**src/ascii_register_response_parser_core_defines.svh**
```systemverilog
// ============================================================================
// Assertion macros for the ASCII register response parser
// Concurrent assertion wrappers shared by the parser modules.
// ============================================================================
`ifndef ASCII_REGISTER_RESPONSE_PARSER_CORE_DEFINES_SVH
`define ASCII_REGISTER_RESPONSE_PARSER_CORE_DEFINES_SVH

`ifndef SYNTH

// Same-cycle implication, disabled while reset is asserted.
`define ARP_ASSERT_IMPLY(label, clk, rst_n, ante, cons) \
  label: assert property (@(posedge clk) disable iff (!(rst_n)) (ante) |-> (cons)) \
    else $error("implication check failed");

// Next-cycle implication, disabled while reset is asserted.
`define ARP_ASSERT_NEXT(label, clk, rst_n, ante, cons) \
  label: assert property (@(posedge clk) disable iff (!(rst_n)) (ante) |=> (cons)) \
    else $error("next-cycle check failed");

`else

`define ARP_ASSERT_IMPLY(label, clk, rst_n, ante, cons)
`define ARP_ASSERT_NEXT(label, clk, rst_n, ante, cons)

`endif

`endif

```
**src/arp_pkg.sv**
```systemverilog
// ============================================================================
// ASCII register response parser package
// Types, character constants and the hex digit decoder.
// ============================================================================
package arp_pkg;

  typedef enum logic {
    KIND_WORD   = 1'b0,
    KIND_STATUS = 1'b1
  } kind_e;

  localparam logic [7:0] CHAR_COLON     = 8'h3A;
  localparam logic [7:0] CHAR_LF        = 8'h0A;
  localparam logic [7:0] HEX_DIGIT_BASE = 8'h30;
  localparam logic [7:0] HEX_ALPHA_BASE = 8'h37;

  // Character positions within the frame, the colon being position zero.
  localparam int unsigned POS_START    = 0;
  localparam int unsigned POS_COUNT_HI = 5;
  localparam int unsigned POS_COUNT_LO = 6;
  localparam int unsigned POS_DATA     = 7;

  localparam int unsigned WORD_BITS  = 16;
  localparam int unsigned TOTAL_BITS = 7;

  // Everything one accepted character produces: an optional data word and
  // an optional end-of-frame status.
  typedef struct packed {
    logic                  has_word;
    logic [WORD_BITS-1:0]  word;
    logic                  has_status;
    logic                  frame_ok;
    logic [TOTAL_BITS-1:0] word_total;
  } bundle_t;

  // Non-hex characters go through the same arithmetic and are not flagged.
  function automatic logic [7:0] hex_val(input logic [7:0] c);
    logic [7:0] v;
    if (c < CHAR_COLON) begin
      v = c - HEX_DIGIT_BASE;
    end else begin
      v = c - HEX_ALPHA_BASE;
    end
    return v;
  endfunction

endpackage

```
**src/arp_channels.sv**
```systemverilog
// ============================================================================
// ASCII register response parser channels
// Valid/ready interfaces for the character input and the result output.
// ============================================================================
interface arp_char_if;
  logic       valid;
  logic       ready;
  logic [7:0] char_in;
  logic       frame_end;

  modport source (output valid, output char_in, output frame_end, input ready);
  modport sink   (input valid, input char_in, input frame_end, output ready);
endinterface

interface arp_result_if;
  logic        valid;
  logic        ready;
  logic        result_kind;
  logic [15:0] data_word;
  logic        frame_ok;
  logic [6:0]  word_total;
  logic        run_last;

  modport source (output valid, output result_kind, output data_word,
                  output frame_ok, output word_total, output run_last,
                  input ready);
  modport sink   (input valid, input result_kind, input data_word,
                  input frame_ok, input word_total, input run_last,
                  output ready);
endinterface

```
**src/arp_decode.sv**
```systemverilog
// ============================================================================
// ASCII register response parser decoder
// Per-character frame state and hex decoding into words and status.
// ============================================================================
`include "ascii_register_response_parser_core_defines.svh"

module arp_decode #(
  parameter int unsigned POSITION_BITS = 10
) (
  input  logic             clk_i,
  input  logic             rst_ni,
  input  logic             accept_i,
  input  logic [7:0]       char_in_i,
  input  logic             frame_end_i,
  output arp_pkg::bundle_t bundle_o,
  output logic             push_o
);
  import arp_pkg::*;

  localparam logic [POSITION_BITS-1:0] PosMax = {POSITION_BITS{1'b1}};

  logic [POSITION_BITS-1:0] pos_q, pos_d;
  logic                     start_q, start_d;
  logic [7:0]               count_q, count_d;
  logic [3:0]               nib_q, nib_d;
  logic [7:0]               high_q, high_d;
  logic                     phase_q, phase_d;
  logic [TOTAL_BITS-1:0]    words_q, words_d;

  logic [7:0]               hex;
  logic [7:0]               byte_v;
  logic [POSITION_BITS-1:0] data_off;
  logic                     in_data;
  logic                     have_word;

  always_comb begin
    hex      = hex_val(char_in_i);
    byte_v   = {nib_q, 4'b0000} + hex;
    data_off = pos_q - POSITION_BITS'(POS_DATA);
    in_data  = (pos_q >= POSITION_BITS'(POS_DATA)) &&
               (data_off < POSITION_BITS'({count_q, 1'b0}));

    start_d   = start_q;
    count_d   = count_q;
    nib_d     = nib_q;
    high_d    = high_q;
    phase_d   = phase_q;
    words_d   = words_q;
    have_word = 1'b0;

    if (pos_q == POSITION_BITS'(POS_START)) begin
      start_d = (char_in_i == CHAR_COLON);
    end

    if (pos_q == POSITION_BITS'(POS_COUNT_HI)) begin
      nib_d = hex[3:0];
    end else if (pos_q == POSITION_BITS'(POS_COUNT_LO)) begin
      count_d = byte_v;
    end else if (in_data) begin
      if (!data_off[0]) begin
        nib_d = hex[3:0];
      end else if (!phase_q) begin
        high_d  = byte_v;
        phase_d = 1'b1;
      end else begin
        have_word = 1'b1;
        phase_d   = 1'b0;
        words_d   = words_q + 1'b1;
      end
    end

    bundle_o.has_word   = have_word;
    bundle_o.word       = {high_q, byte_v};
    bundle_o.has_status = frame_end_i;
    bundle_o.frame_ok   = start_d && (char_in_i == CHAR_LF) &&
                          (pos_q >= POSITION_BITS'(POS_COUNT_LO));
    bundle_o.word_total = words_d;
    push_o              = accept_i && (have_word || frame_end_i);

    // The final character of a frame returns the parser to its idle state.
    if (frame_end_i) begin
      pos_d   = '0;
      start_d = 1'b0;
      count_d = '0;
      nib_d   = '0;
      high_d  = '0;
      phase_d = 1'b0;
      words_d = '0;
    end else if (pos_q != PosMax) begin
      pos_d = pos_q + 1'b1;
    end else begin
      pos_d = pos_q;
    end
  end

  always_ff @(posedge clk_i or negedge rst_ni) begin
    if (!rst_ni) begin
      pos_q   <= '0;
      start_q <= 1'b0;
      count_q <= '0;
      nib_q   <= '0;
      high_q  <= '0;
      phase_q <= 1'b0;
      words_q <= '0;
    end else if (accept_i) begin
      pos_q   <= pos_d;
      start_q <= start_d;
      count_q <= count_d;
      nib_q   <= nib_d;
      high_q  <= high_d;
      phase_q <= phase_d;
      words_q <= words_d;
    end
  end

  `ARP_ASSERT_IMPLY(a_word_after_header, clk_i, rst_ni,
                    accept_i && have_word, pos_q > POSITION_BITS'(POS_DATA))
  `ARP_ASSERT_NEXT(a_frame_end_rewinds, clk_i, rst_ni,
                   accept_i && frame_end_i, pos_q == '0 && words_q == '0)
  `ARP_ASSERT_IMPLY(a_word_needs_phase, clk_i, rst_ni,
                    accept_i && have_word, phase_q && !phase_d)

endmodule

```
**src/arp_resq.sv**
```systemverilog
// ============================================================================
// ASCII register response parser result queue
// Two-entry bundle queue that serializes words and status onto the output.
// ============================================================================
`include "ascii_register_response_parser_core_defines.svh"

module arp_resq (
  input  logic             clk_i,
  input  logic             rst_ni,
  input  logic             push_i,
  input  arp_pkg::bundle_t bundle_i,
  output logic             in_ready_o,
  output logic             out_valid_o,
  input  logic             out_ready_i,
  output logic             result_kind_o,
  output logic [15:0]      data_word_o,
  output logic             frame_ok_o,
  output logic [6:0]       word_total_o,
  output logic             run_last_o
);
  import arp_pkg::*;

  bundle_t     slot_q [2];
  logic        wr_ptr_q, rd_ptr_q;
  logic [1:0]  count_q;
  logic        word_sent_q;

  bundle_t     head;
  logic        emit_word;
  logic        out_fire;
  logic        pop;

  always_comb begin
    head        = slot_q[rd_ptr_q];
    emit_word   = head.has_word && !word_sent_q;
    out_valid_o = (count_q != 2'd0);
    in_ready_o  = (count_q != 2'd2);
    out_fire    = out_valid_o && out_ready_i;

    if (emit_word) begin
      result_kind_o = KIND_WORD;
      data_word_o   = head.word;
      frame_ok_o    = 1'b0;
      word_total_o  = '0;
      run_last_o    = !head.has_status;
    end else begin
      result_kind_o = KIND_STATUS;
      data_word_o   = '0;
      frame_ok_o    = head.frame_ok;
      word_total_o  = head.word_total;
      run_last_o    = 1'b1;
    end

    pop = out_fire && run_last_o;
  end

  always_ff @(posedge clk_i) begin
    if (push_i) begin
      slot_q[wr_ptr_q] <= bundle_i;
    end
  end

  always_ff @(posedge clk_i or negedge rst_ni) begin
    if (!rst_ni) begin
      wr_ptr_q    <= 1'b0;
      rd_ptr_q    <= 1'b0;
      count_q     <= 2'd0;
      word_sent_q <= 1'b0;
    end else begin
      if (push_i) begin
        wr_ptr_q <= !wr_ptr_q;
      end
      if (pop) begin
        rd_ptr_q <= !rd_ptr_q;
      end
      if (push_i && !pop) begin
        count_q <= count_q + 2'd1;
      end else if (pop && !push_i) begin
        count_q <= count_q - 2'd1;
      end
      // A word followed by status in the same bundle leaves the bundle
      // in place with its word marked as sent.
      if (pop) begin
        word_sent_q <= 1'b0;
      end else if (out_fire) begin
        word_sent_q <= 1'b1;
      end
    end
  end

  `ARP_ASSERT_IMPLY(a_no_push_when_full, clk_i, rst_ni, push_i, count_q != 2'd2)
  `ARP_ASSERT_IMPLY(a_head_not_empty, clk_i, rst_ni,
                    out_valid_o, head.has_word || head.has_status)
  `ARP_ASSERT_NEXT(a_status_follows_word, clk_i, rst_ni,
                   out_fire && !run_last_o,
                   out_valid_o && result_kind_o == KIND_STATUS)

endmodule

```
**src/ascii_register_response_parser_core.sv**
```systemverilog
// A result word is registered in the result queue before it is offered.
// Throughput: one character per cycle while the queue has room; a character that
// completes a data word and also ends the frame yields a word and then a status.
// The two-entry result queue between the decoder and the single output port
// sets this; the input stalls only while that queue is full.
// Reset: rst_ni clears all frame state and the queue at once; no clearing pass.
// ============================================================================
// ASCII register response parser core
// Streams decoded register words and a frame status from ASCII characters.
// ============================================================================
module ascii_register_response_parser_core #(
  parameter int unsigned POSITION_BITS = 10
) (
  input  logic         clk_i,
  input  logic         rst_ni,
  arp_char_if.sink     char_i,
  arp_result_if.source res_o
);
  import arp_pkg::*;

  bundle_t bundle;
  logic    push;
  logic    in_ready;
  logic    accept;

  assign char_i.ready = in_ready;
  assign accept       = char_i.valid && in_ready;

  arp_decode #(
    .POSITION_BITS(POSITION_BITS)
  ) u_decode (
    .clk_i      (clk_i),
    .rst_ni     (rst_ni),
    .accept_i   (accept),
    .char_in_i  (char_i.char_in),
    .frame_end_i(char_i.frame_end),
    .bundle_o   (bundle),
    .push_o     (push)
  );

  arp_resq u_resq (
    .clk_i        (clk_i),
    .rst_ni       (rst_ni),
    .push_i       (push),
    .bundle_i     (bundle),
    .in_ready_o   (in_ready),
    .out_valid_o  (res_o.valid),
    .out_ready_i  (res_o.ready),
    .result_kind_o(res_o.result_kind),
    .data_word_o  (res_o.data_word),
    .frame_ok_o   (res_o.frame_ok),
    .word_total_o (res_o.word_total),
    .run_last_o   (res_o.run_last)
  );

endmodule
```
**src/flat_wrapper.sv**
```systemverilog
// flat-port wrapper written by rule: the top's interface ports become plain ports
module ascii_register_response_parser_core_flat import arp_pkg::*;
#(
  parameter int unsigned POSITION_BITS = 10
)
  (clk_i, rst_ni, char_i_valid, char_i_char_in, char_i_frame_end, char_i_ready, res_o_valid, res_o_result_kind, res_o_data_word, res_o_frame_ok, res_o_word_total, res_o_run_last, res_o_ready);
  arp_char_if char_i_i ();
  arp_result_if res_o_i ();
  input  logic clk_i;
  input  logic rst_ni;
  input wire logic [$bits(char_i_i.valid)-1:0] char_i_valid;
  input wire logic [$bits(char_i_i.char_in)-1:0] char_i_char_in;
  input wire logic [$bits(char_i_i.frame_end)-1:0] char_i_frame_end;
  output wire logic [$bits(char_i_i.ready)-1:0] char_i_ready;
  output wire logic [$bits(res_o_i.valid)-1:0] res_o_valid;
  output wire logic [$bits(res_o_i.result_kind)-1:0] res_o_result_kind;
  output wire logic [$bits(res_o_i.data_word)-1:0] res_o_data_word;
  output wire logic [$bits(res_o_i.frame_ok)-1:0] res_o_frame_ok;
  output wire logic [$bits(res_o_i.word_total)-1:0] res_o_word_total;
  output wire logic [$bits(res_o_i.run_last)-1:0] res_o_run_last;
  input wire logic [$bits(res_o_i.ready)-1:0] res_o_ready;
  assign char_i_i.valid = char_i_valid;
  assign char_i_i.char_in = char_i_char_in;
  assign char_i_i.frame_end = char_i_frame_end;
  assign char_i_ready = char_i_i.ready;
  assign res_o_valid = res_o_i.valid;
  assign res_o_result_kind = res_o_i.result_kind;
  assign res_o_data_word = res_o_i.data_word;
  assign res_o_frame_ok = res_o_i.frame_ok;
  assign res_o_word_total = res_o_i.word_total;
  assign res_o_run_last = res_o_i.run_last;
  assign res_o_i.ready = res_o_ready;
  ascii_register_response_parser_core #(.POSITION_BITS(POSITION_BITS)) u_core (.clk_i(clk_i), .rst_ni(rst_ni), .char_i(char_i_i), .res_o(res_o_i));
endmodule
```
**config.mk**
```make
export PLATFORM = sky130hd
export DESIGN_NAME = ascii_register_response_parser_core_flat
export DESIGN_NICKNAME = d
export VERILOG_FILES = /design/src/arp_pkg.sv /design/src/arp_channels.sv /design/src/arp_decode.sv /design/src/arp_resq.sv /design/src/ascii_register_response_parser_core.sv /design/src/flat_wrapper.sv
export VERILOG_INCLUDE_DIRS = /design/src /design/src/src
export SDC_FILE = /design/constraint.sdc
export NUM_CORES = 1
export LEC_CHECK = 0
export BUFFER_PORTS_ARGS = -buffer_cell sky130_fd_sc_hd__buf_2
export CELL_PAD_IN_SITES_DETAIL_PLACEMENT = 1
export CELL_PAD_IN_SITES_GLOBAL_PLACEMENT = 2
export CORE_MARGIN = 2
export CORE_UTILIZATION = 43
export CTS_CLUSTER_SIZE = 24
export DETAILED_ROUTE_END_ITERATION = 12
export HOLD_SLACK_MARGIN = 0.1
export PLACE_DENSITY_LB_ADDON = 0.1
export SETUP_SLACK_MARGIN = 0.4
export SLEW_MARGIN = 20
export SYNTH_ARGS = -nofsm -noshare
export SYNTH_HDL_FRONTEND = slang
export SYNTH_SLANG_ARGS = --single-unit
export TNS_END_PERCENT = 100
```
**constraint.sdc**
```tcl
create_clock -name clk_i -period 6.8 [get_ports clk_i]
set_clock_uncertainty 0.1 [all_clocks]
set_input_delay 0.68 -clock clk_i [delete_from_list [all_inputs] [get_ports clk_i]]
set_output_delay 0.68 -clock clk_i [all_outputs]
set_load 0.005 [all_outputs]
```
* After elaboration in Yosys (flattened, before gate mapping) *
Memories as Yosys holds them, arrays and structs flattened.
Cells that the tools add are included.

storage, ports and cells
  RAM bits = 52
  flip-flop bits (word level) = 44
  output and inout port bits = 28
  input bits = 13
  memories kept = 1

cells by class
  order comparisons = 4
  add/sub/neg operators = 8
  reduce and logical (&&, ||, !) cells = 31
  eq/ne operators = 11
  multiplexer cells = 47

memories
  name                  depth  width  read ports  clocked after memory_dff  write ports  line            source
  u_core.u_resq.slot_q  2      26     1           0                         1            arp_resq.sv:23  bundle_t slot_q [2];

operators with widths
  operator                                                                              number
  8-bit 2-to-1 mux                                                                      10
  7-bit 2-to-1 mux                                                                      7
  10-bit by 3-bit == test with 1-bit output, second input constant                      2
  10-bit by 3-bit greater-or-equal comparator with 1-bit output, second input constant  2
  1-bit 2-to-1 mux                                                                      20
  10-bit 2-to-1 mux                                                                     2
  4-bit 2-to-1 mux                                                                      5
  16-bit 2-to-1 mux                                                                     1
  8-bit by 6-bit subtractor with 8-bit output, second input constant                    2
  2-bit nonzero test                                                                    7
  10-bit by 1-bit adder with 10-bit output, second input constant                       1
  1-bit logical AND                                                                     10
  10-bit zero test                                                                      1
  10-bit by 9-bit less-than comparator with 1-bit output                                1
  10-bit != test, second input constant                                                 1
  10-bit by 3-bit subtractor with 10-bit output, second input constant                  1
  8-bit adder                                                                           1
  8-bit by 4-bit == test with 1-bit output, second input constant                       1
  8-bit by 6-bit == test with 1-bit output, second input constant                       1
  8-bit by 6-bit less-than comparator with 1-bit output, second input constant          1
  2-bit != test, second input constant                                                  4
  7-bit by 1-bit adder with 7-bit output, second input constant                         1
  1-bit zero test                                                                       6
  6-bit AND reduction                                                                   1
  other kinds (11)                                                                      12

* Depth between registers and ports, before layout *
  depth after elaboration = 12
  depth in mapped cells = 16

* Hierarchy *
Synthesis repeated with hierarchy kept, for this count alone.

unflattened totals
  cells, all modules = 446
  area total of the unflattened synthesis = 4992.3 um^2

modules (own cells, without submodules)
  module                               cells an instance  instances  seq. area each (um^2)  area an instance (um^2)
  arp_decode                           311                1          975.9                  2771.4
  arp_resq                             134                1          1686.6                 2214.6
  ascii_register_response_parser_core  1                  1          0.0                    6.3

* Worst setup path after synthesis *
Ideal clock, no wire load.

  path type = reg-to-reg
  start point = register u_core.u_decode.pos_q[5]
  end point = memory u_core.u_resq.slot_q[1][0] (netlist bit) (enable)
  path slack = 3043 ps
  arrival = 3272 ps
  stages on the path, launching flop included = 13
  path through = dfrtp_1 buf_6 or4_4 buf_6 nor3_1 xor2_1 ha_1 and4_1 a21oi_1 nand3_2 buf_6 o21ai_0 and3_1

between the ends
  longest elaborated chain between the ends = 10
  elaborated cells between the ends (all ways) = 13
  those cells by class = add/sub (1); order compare (2); eq/ne (2); mux (5); reduce/logical (3)

ends and longest elaborated chain
  element                                                 line               source
  start, declared                                         arp_decode.sv:22   logic [POSITION_BITS-1:0] pos_q, pos_d;
  start signal, assigned                                  arp_decode.sv:106  pos_q <= pos_d;
  10-bit by 3-bit subtractor with 10-bit output           arp_decode.sv:39   data_off = pos_q - POSITION_BITS'(POS_DATA);
  10-bit by 9-bit less-than comparator with 1-bit output  arp_decode.sv:41   (data_off < POSITION_BITS'({count_q, 1'b0}));
  1-bit logical AND                                       arp_decode.sv:40   in_data = (pos_q >= POSITION_BITS'(POS_DATA)) &&
  1-bit 2-to-1 mux                                        arp_decode.sv:59   end else if (in_data) begin
  1-bit 2-to-1 mux                                        arp_decode.sv:57   end else if (pos_q == POSITION_BITS'(POS_COUNT_LO)) begin
  1-bit 2-to-1 mux (*)                                    arp_decode.sv:55   if (pos_q == POSITION_BITS'(POS_COUNT_HI)) begin
  1-bit logical OR (*)                                    arp_decode.sv:78   push_o = accept_i && (have_word || frame_end_i);
  1-bit logical AND (*)                                   arp_decode.sv:78
  1-bit 2-to-1 mux (*)                                    arp_resq.sv:58     if (push_i) begin
  1-bit 2-to-1 mux (not written as such) (*)              arp_resq.sv:59     slot_q[wr_ptr_q] <= bundle_i;
  end, declared                                           arp_resq.sv:23

Every way passes the cells marked *; elsewhere a longest branch is shown, timed or not.

* Worst setup path in the final report *
  start point = register u_core.u_decode.pos_q[0]
  end point = memory u_core.u_resq.slot_q[1][18] (netlist bit) (enable)

Same word-level chain as after synthesis.

==> reports/results.ini <==
[status]
outcome=finished clean

[cells_and_area]
final_common_cell=edfxtp_1
drive_above_1_share=0.155
syn2layout_area_growth_pct=11.4
nets=551
final_area_um2=5900
diodes=0
mostFrequentLayoutCells=edfxtp_1 (52), nor2_1 (47), dfrtp_1 (44)
utilization=0.492

[critical_path]
cp_data_required_time_ns=6.68
end_kind=flop
critPathMaxFanout=26
worstReg2RegStart=u_core.u_decode.pos_q[0]$_DFFE_PN0P_
cp_data_arrival_time_ns=4.09
startpoint=u_core.u_decode.pos_q[0]$_DFFE_PN0P_
startpoint_type=flop
worst-setup-path-type=flop to flop

[global_route]
grt_first_pass_wirelength_um=21000
gr-total-overflow=0
grt_max_degree=45
antenna_found_initial=0
grt_pass1_vias=3931
grt_use_total=0.209

[clock_network]
cts_hold_buf=0
clk_path_buf_depth=2
cts_tree=built
path_clk_slew_ns=0.08
postCtsSetupBuffers=0
clock_sinks=96
htree_levels=3
cts_buffers=9
clock_latency_ns=0.35
cts_root_buffer=clkbuf_16
cts_resized=0

[yosys]
synthesis.instances=491
ys_async_sr_fraction=0.458
synth_enable_flop_cells=52
yosysWarnings=0
synth_area_um2=5300
ys.flop_type=edfxtp_1
synth_cell_types=61
synth-seq-cells=96
seq_area_frac_synth=0.502
syn_area_per_cell_um2=10.8
syn_nets=525

[place]
dp_hpwl_um=9170
numPortBuffers=40
pre_cts_ws_ns=2.57
gp_congestion=0.783
post_dp_cell_area_um2=5580

[worst_hold_path]
hold_path.class=primary input to asynchronous set/reset pin

[routing]
wl_per_cell_um=19.3
route.detailed.drc=0
dr.pass1.iters=4
routed_via_density=5.71
drt_wl_total_um=12900
drt_iter0_markers=245
postRouteAntennaNets=0
vias=3818

[timing]
hold_violations=0
slew_headroom=0.358
hold_slack_ns=0.236
slew_viol_final=0
rsz0062_at_grt=no
fmax_ghz=0.237
final.min_clock_period_ns=4.21
fin_crit_sh=0.619
worstMarginPinSlew_ns=0.958
setup_violations=0
tns_ns=0
finalWorstSetupSlack_ns=2.59

[floorplan]
die_h_um=115
core_area_um2=12000
std_cell_rows=40
initial_core_util=0.441
dieArea_um2=13200
dieWidth_um=115
ios=41

[pwr]
cellLeakagePower_nw=2.54
power_density_nw_per_um2=417
ir_drop_v=0.000143

[flow_run]
maxCapViolations=0

-- synth_stat cells, types with 4 or more instances --
library cell | number | area [um2]
and3_1 | 10 | 62.6
a221o_1 | 8 | 80.1
nor2_1 | 47 | 176
o21ai_0 | 15 | 75.1
nand3_1 | 10 | 50.1
nor4_1 | 5 | 31.3
ha_1 | 20 | 250
clkbuf_1 | 20 | 75.1
or3_1 | 8 | 50.1
xor2_1 | 8 | 70.1
nor2b_1 | 5 | 31.3
mux2i_1 | 33 | 330
a21oi_1 | 14 | 70.1
o211ai_1 | 11 | 82.6
nand2_1 | 33 | 124
edfxtp_1 | 52 | 1560
buf_2 | 5 | 25.0
o211a_1 | 4 | 40.0
xnor2_1 | 15 | 131
nand4_1 | 6 | 37.5
a31oi_1 | 6 | 37.5
nor3_1 | 11 | 55.1
inv_1 | 27 | 101
dfrtp_1 | 44 | 1100
and2_1 | 4 | 25.0
mux2_2 | 7 | 78.8
-- worst paths after layout --
kind / to / slack [ns] / cells after the start
hold / removal: u_core.u_decode.pos_q[6]$_DFFE_PN0P_ / 0.24 / 1
setup reg to reg: u_core.u_resq.slot_q[1][18]$_DFFE_PP_ / 2.59 / 10
hold reg to reg: u_core.u_decode.count_q[3]$_DFFE_PN0P_ / 0.39 / 2
min in group clk_i: u_core.u_decode.count_q[3]$_DFFE_PN0P_ / 0.39 / 2
setup / recovery: u_core.u_resq.slot_q[1][18]$_DFFE_PP_ / 2.59 / 10
max in group asynchronous: u_core.u_decode.count_q[5]$_DFFE_PN0P_ / 5.95 / 1
-- cells by family after synthesis --
kind of cell / Yosys count / synth area share
flip-flops: 96 / 0.502
multiplexers: 42 / 0.0829
buffers and inverters: 58 / 0.0465
adder cells (fa/ha/maj): 21 / 0.0510
AND/OR/NAND/NOR: 161 / 0.154
XOR/XNOR: 23 / 0.0380
AO/OA/AOI/OAI: 90 / 0.125
-- through the flow --
stage,instances,total power [W]
CTS,669,0.00249
global placement,653,0.00190
floorplan,491,0.00164
global route,669,0.00264
detailed placement,653,0.00194
finish,669,0.00246
-- layout make-up --
cell class,instances,area [um2]
Multi-Input combinational cell,337,2390
Clock buffer,9,225
Timing Repair Buffer,45,240
Inverter,28,105
Clock inverter,7,95.1
Sequential cell,96,2660
Fill cell,1312,6110
Tap cell,147,184
-- state kept, by name, summed over array words and instances, names as in the netlist --
signal                     count
u_core.u_resq.slot_q          52
u_core.u_decode.pos_q         10
u_core.u_decode.count_q        8
u_core.u_decode.high_q         8
u_core.u_decode.words_q        7
u_core.u_decode.nib_q          4
u_core.u_resq.count_q          2
u_core.u_decode.phase_q        1
u_core.u_decode.start_q        1
u_core.u_resq.rd_ptr_q         1
u_core.u_resq.word_sent_q      1
u_core.u_resq.wr_ptr_q         1
-- routing by layer --
layer	global-route usage	routed length, um
met2	0.344	6110
met3	0.0322	270
met1	0.288	6330
met4	0.0618	169
met5	0	0
-- worst max-delay path, stage by stage (launching register included) --
cell and delay [ns]:
dfrtp_1 0.50, ha_1 0.30, and2_0 0.26, nor4_1 0.27, xor2_1 0.22, ha_1 0.28, a211o_1 0.29, o211ai_1 0.12
nand3_2 0.43, o21ai_0 0.40, and3_2 0.67
-- report_power, final --
| group | total, W | internal [W] | switching (W) |
|---|---|---|---|
| Clock | 0.000541 | 0.000297 | 0.000244 |
| Combinational | 0.000988 | 0.000391 | 0.000597 |
| Sequential | 0.000935 | 0.000809 | 0.000126 |
| Total | 0.00246 | 0.00150 | 0.000967 |
Power figures use the tool's default switching activity.
